**src/hw/rtl/ura_pkg.sv**
```systemverilog
// Shared constants, command and status types for the ultrasonic ranger.
package ura_pkg;

	localparam int AVG_DEPTH = 3;

	localparam int DIST_W    = 13;
	localparam int TIME_W    = 16;
	localparam int THR_W     = 10;
	localparam int CFG_W     = 16;
	localparam int CFG_IDX_W = 3;

	localparam int SLOT_W  = (AVG_DEPTH > 1) ? $clog2(AVG_DEPTH) : 1;
	localparam int CNT_W   = $clog2(AVG_DEPTH + 1);
	localparam int SUM_W   = DIST_W + $clog2(AVG_DEPTH);
	localparam int DSTEP_W = $clog2(SUM_W);

	// Distance is width * 343 / 2000; the division runs as a reciprocal multiply.
	localparam int SOUND_NUM   = 343;
	localparam int SOUND_DEN   = 2000;
	localparam int PROD_W      = TIME_W + 9;
	localparam int RECIP_SHIFT = 36;
	localparam int RECIP_W     = 26;
	localparam logic [RECIP_W-1:0] RECIP_M = RECIP_W'((64'd1 << RECIP_SHIFT) / SOUND_DEN);
	localparam int QUO_W  = PROD_W + RECIP_W - RECIP_SHIFT;
	localparam int CAND_W = DIST_W + 1;

	localparam int PRES_SCALE = 10;

	localparam logic [DIST_W-1:0] RING_RESET    = 13'd4500;
	localparam logic [TIME_W-1:0] TRIG_RESET    = 16'd1100;
	localparam logic [TIME_W-1:0] WAIT_RESET    = 16'd40000;
	localparam logic [DIST_W-1:0] MIN_RESET     = 13'd100;
	localparam logic [DIST_W-1:0] MAX_RESET     = 13'd4500;
	localparam logic [THR_W-1:0]  THRESH_RESET  = 10'd50;

	typedef enum logic [CFG_IDX_W-1:0] {
		REG_TRIGGER_PULSE = 3'd0,
		REG_ECHO_WAIT     = 3'd1,
		REG_MIN_DIST      = 3'd2,
		REG_MAX_DIST      = 3'd3,
		REG_THRESHOLD     = 3'd4
	} ura_cfg_reg_t;

	typedef struct packed {
		logic tick;
		logic mul;
		logic recip;
		logic corr;
		logic store;
		logic sum_step;
		logic div_step;
		logic load_out;
	} ura_cmd_t;

	typedef struct packed {
		logic done;
		logic sum_last;
		logic div_last;
	} ura_stat_t;

endpackage

```
**src/hw/rtl/ura_ctrl.sv**
```systemverilog
// Sequencer for the ranger: accepts one tick item and steps the datapath through it.
module ura_ctrl (
	input  logic              clk,
	input  logic              arst_n,
	input  logic              in_valid,
	output logic              in_ready,
	output logic              out_valid,
	input  logic              out_ready,
	output ura_pkg::ura_cmd_t cmd,
	input  ura_pkg::ura_stat_t stat
);

	typedef enum logic [2:0] {
		ST_IDLE,
		ST_MUL,
		ST_RECIP,
		ST_CORR,
		ST_STORE,
		ST_SUM,
		ST_DIV,
		ST_OUT
	} state_t;

	state_t state_q;
	logic   out_valid_q;
	logic   load_ok;

	assign load_ok   = !out_valid_q || out_ready;
	assign in_ready  = (state_q == ST_IDLE);
	assign out_valid = out_valid_q;

	always_comb begin
		cmd          = '0;
		cmd.tick     = (state_q == ST_IDLE) && in_valid;
		cmd.mul      = (state_q == ST_MUL);
		cmd.recip    = (state_q == ST_RECIP);
		cmd.corr     = (state_q == ST_CORR);
		cmd.store    = (state_q == ST_STORE);
		cmd.sum_step = (state_q == ST_SUM);
		cmd.div_step = (state_q == ST_DIV);
		cmd.load_out = (state_q == ST_OUT) && load_ok;
	end

	always_ff @(posedge clk or negedge arst_n) begin
		if (!arst_n) begin
			state_q     <= ST_IDLE;
			out_valid_q <= 1'b0;
		end else begin
			if (cmd.load_out) begin
				out_valid_q <= 1'b1;
			end else if (out_ready) begin
				out_valid_q <= 1'b0;
			end
			unique case (state_q)
				ST_IDLE: begin
					if (in_valid) begin
						state_q <= stat.done ? ST_MUL : ST_OUT;
					end
				end
				ST_MUL:   state_q <= ST_RECIP;
				ST_RECIP: state_q <= ST_CORR;
				ST_CORR:  state_q <= ST_STORE;
				ST_STORE: state_q <= ST_SUM;
				ST_SUM: begin
					if (stat.sum_last) begin
						state_q <= ST_DIV;
					end
				end
				ST_DIV: begin
					if (stat.div_last) begin
						state_q <= ST_OUT;
					end
				end
				ST_OUT: begin
					if (load_ok) begin
						state_q <= ST_IDLE;
					end
				end
				default: state_q <= ST_IDLE;
			endcase
		end
	end

endmodule

```
**config.mk**
```make
export PLATFORM = sky130hd
export DESIGN_NAME = ura_ctrl
export DESIGN_NICKNAME = d
export VERILOG_FILES = /design/src/hw/rtl/ura_pkg.sv /design/src/hw/rtl/ura_ctrl.sv
export SDC_FILE = /design/constraint.sdc
export NUM_CORES = 1
export LEC_CHECK = 0
export BUFFER_PORTS_ARGS = -buffer_cell sky130_fd_sc_hd__buf_2
export CORE_AREA = 2 2 39 41
export DETAILED_ROUTE_END_ITERATION = 8
export DIE_AREA = 0 0 41 43
export PLACE_DENSITY_LB_ADDON = 0.15
export SLEW_MARGIN = 15
export SYNTH_ARGS = -nofsm -noshare
export SYNTH_HDL_FRONTEND = slang
export SYNTH_SLANG_ARGS = --single-unit
```
**constraint.sdc**
```tcl
create_clock -name clk -period 1.66 [get_ports clk]
set_input_delay 0.166 -clock clk [delete_from_list [all_inputs] [get_ports clk]]
set_output_delay 0.166 -clock clk [all_outputs]
set_load 0.005 [all_outputs]
```
==> qor.txt <==
Hold buffers post-CTS - 1
Mapped Nets - 45
PostCTS Resize Cnt - 0
#FFs+latches synth - 4
Setup Crit Path Kind - reg -> out
Worst-path clk slew - 0.04 ns
GRT Resource Usage Total - 11.2%
Critical-path top delay cell - dfrtp_1
Count of pins over their slew limit - 0
Main combinational cell family by area after synthesis - simple AND/OR/NAND/NOR gates
Leakage power - 0.225 nW
Drc violations - 0
Switching power share of the total - 42.4%
Reg2reg start - state_q[0]
RSZ-0062 raised after global routing - no
Most frequent cells in the layout - buf_2 (16), nor3_1 (5), dfrtp_1 (4), clkbuf_4 (3)
Clk pwr share - 17.7%
WL/cell - 10.3 um
Initial Utilization - 22.2%
Initial antenna violation count - 0
Total wire length - 731 um
Adder-cell area share of the yosys netlist - 0%
Worst R2R Setup Slack - 0.45 ns
Simple-gate portion of the synthesized area - 41.9%
Top sig layer - met4
Vias in the first global route - 285
Final ANT Viol Nets - 0
Most common library cell in the layout ignoring fill and taps - buf_2
Via count - 330
Combinational Power Share - 45.6%
Peak VDD IR - 0.000607 V
Internal Power - 0.396 mW
Core Rows - 14
GRT Residual Overflow - 0
YS warnings - 0
Worst Path Required - 1.49 ns
Final period util - 85.1%
Max-Slew Margin vs Limit - 72.0%
Area grow syn2layout - 34.1%
Endpoints failing setup - 0
Flop pwr share - 36.7%
Inserted Diodes - 0
Setup crit start - state_q[1]
Clk sink count - 4
Die Span Y - 43 um
Data arrival time of the worst path - 1.25 ns
Compound-gate portion of the synthesized area - 13.0%
Hold WC Path Type - in -> reg
M1 wire length - 343 um
Avg Cell Area, Syn - 8.10 um2
Fmax - 708 MHz
Distinct cells, synth - 22
Startpoint types - register
Post-detail-place hpwl - 545 um
RePlAce Congestion - 0.680
Post-synthesis mux area share - 0%
TritonRoute pass-1 iters - 4
Clock Latency Late Sink - 0.24 ns
Hold_sp - stat[0]
Register area share after synthesis - 32.5%
First-pass GRT wire length - 1190 um
Clock Skews - 0.00280 ns
Fill count - 162
CP peak stage delay - 0.52 ns
Worst-margin pin slew - 0.420 ns
Pwr dens - 1660 nW/um2
DIE AREA - 1760 um2
Largest net degree at the start of global routing - 17
Core area - 1380 um2
Hold WS - 0.196 ns
Synth Instances - 38
Io pins - 17
Die Span X - 41 um
Setup bufs post-CTS - 0
Met2 WL - 302 um
Initial drt markers - 9
Xor-xnor portion of the synthesized cell area - 0%
Sw power - 0.292 mW
Clock period minus worst slack - 1.41 ns
Num CTS Buffers - 3
Max Cap Viol - 0
Critical path, cell by cell - nor3_1 -> and2_1 -> buf_2
I/O Buffers - 16
Outcome - complete, no violations
Final TNS setup - 0 ns
Routed vias/inst - 4.65
Clock buffer depth - 2
Synthesized area - 308 um2
Fin nets - 64
Final hold violations - 0
H-Tree Depth - 1
Root buffer cell - clkbuf_4
Crit Path Max Fanout - 16
Total power draw - 0.687 mW
Share of post-route cells with drive strength above 1 - 41.8%
Crit path capture type - output pin
Met3 WL post-DR - 54 um
CTS tree - yes
-- layout make-up --
type | count | area (um2) | area share [%]
clock buffers | 3 | 22.5 | 5.45
multi-input cells | 28 | 169 | 40.9
inverters | 3 | 11.3 | 2.73
well taps | 16 | 20.0 | 4.85
repair buffers | 17 | 90.1 | 21.8
flip-flops and latches | 4 | 100 | 24.2
-- path summary, 6_finish.rpt --
kind,end,cells after the start
max,cmd[7],3
min,state_q[0],3
max reg2reg,state_q[0],3
min reg2reg,state_q[2],1
max in group asynchronous,state_q[1],2
min in group asynchronous,out_valid,2
-- flip-flops by register name, summed over array words and instances, names as in the netlist --
name       flops
out_valid      1
state_q        3
-- critical path: cells and delay by family (launching register included) --
family,cells,cell delay (ns)
flops,1,0.52
buf+inv,1,0.10
simple gates,2,0.39
-- kinds of logic (layout without fill, tap and decap cells) --
group                  count (synthesis)  after routing
AOI/OAI and AO/OA                      7              7
and+or+nand+nor                       21             21
DFF                                    4              4
buffers and inverters                  6             23
-- power groups by stage --
stage               clock, mW  sequential, mW  combinational [mW]
detailed placement          0           0.254               0.314
CTS                     0.128           0.252               0.318
global placement            0           0.255               0.320
finish                  0.122           0.252               0.313
floorplan                   0           0.175               0.320
global route            0.133           0.277               0.356
-- stage by stage --
step	cell area, um2	instances	setup WS (ns)	utilization, %
6_report	413	71	0.248	29.8
5_1_grt	413	71	0.127	29.8
4_1_cts	413	71	0.239	29.8
3_5_place_dp	380	67	0.438	27.5
3_3_place_gp	380	67	0.469	27.5
2_1_floorplan	308	38	0.530	-
-- Yosys cell counts --
library cell | n | area share (%)
nand2_1 | 1 | 1.2
and3_4 | 1 | 3.7
inv_2 | 1 | 1.2
and2_1 | 1 | 2.0
nor3b_1 | 1 | 2.4
and3b_2 | 1 | 3.3
dfrtp_1 | 4 | 33
nor2_1 | 2 | 2.4
a222oi_1 | 1 | 3.3
a21oi_1 | 2 | 3.3
o21ai_1 | 2 | 3.3
o21ai_0 | 2 | 3.3
buf_6 | 2 | 7.3
nor2b_1 | 2 | 4.1
nand2b_1 | 1 | 2.0
inv_1 | 2 | 2.4
buf_2 | 1 | 1.6
nand3_1 | 2 | 3.3
or4b_1 | 1 | 3.3
and3_1 | 2 | 4.1
nor3_1 | 5 | 8.1
or2_2 | 1 | 2.0
-- layer usage --
metal,GRT usage [%],up-vias
li1,-,171
met1,13.0,137
met2,13.8,17
met3,3.14,5
met4,14.0,0
met5,0,-
(Power assumes the default switching activity.)
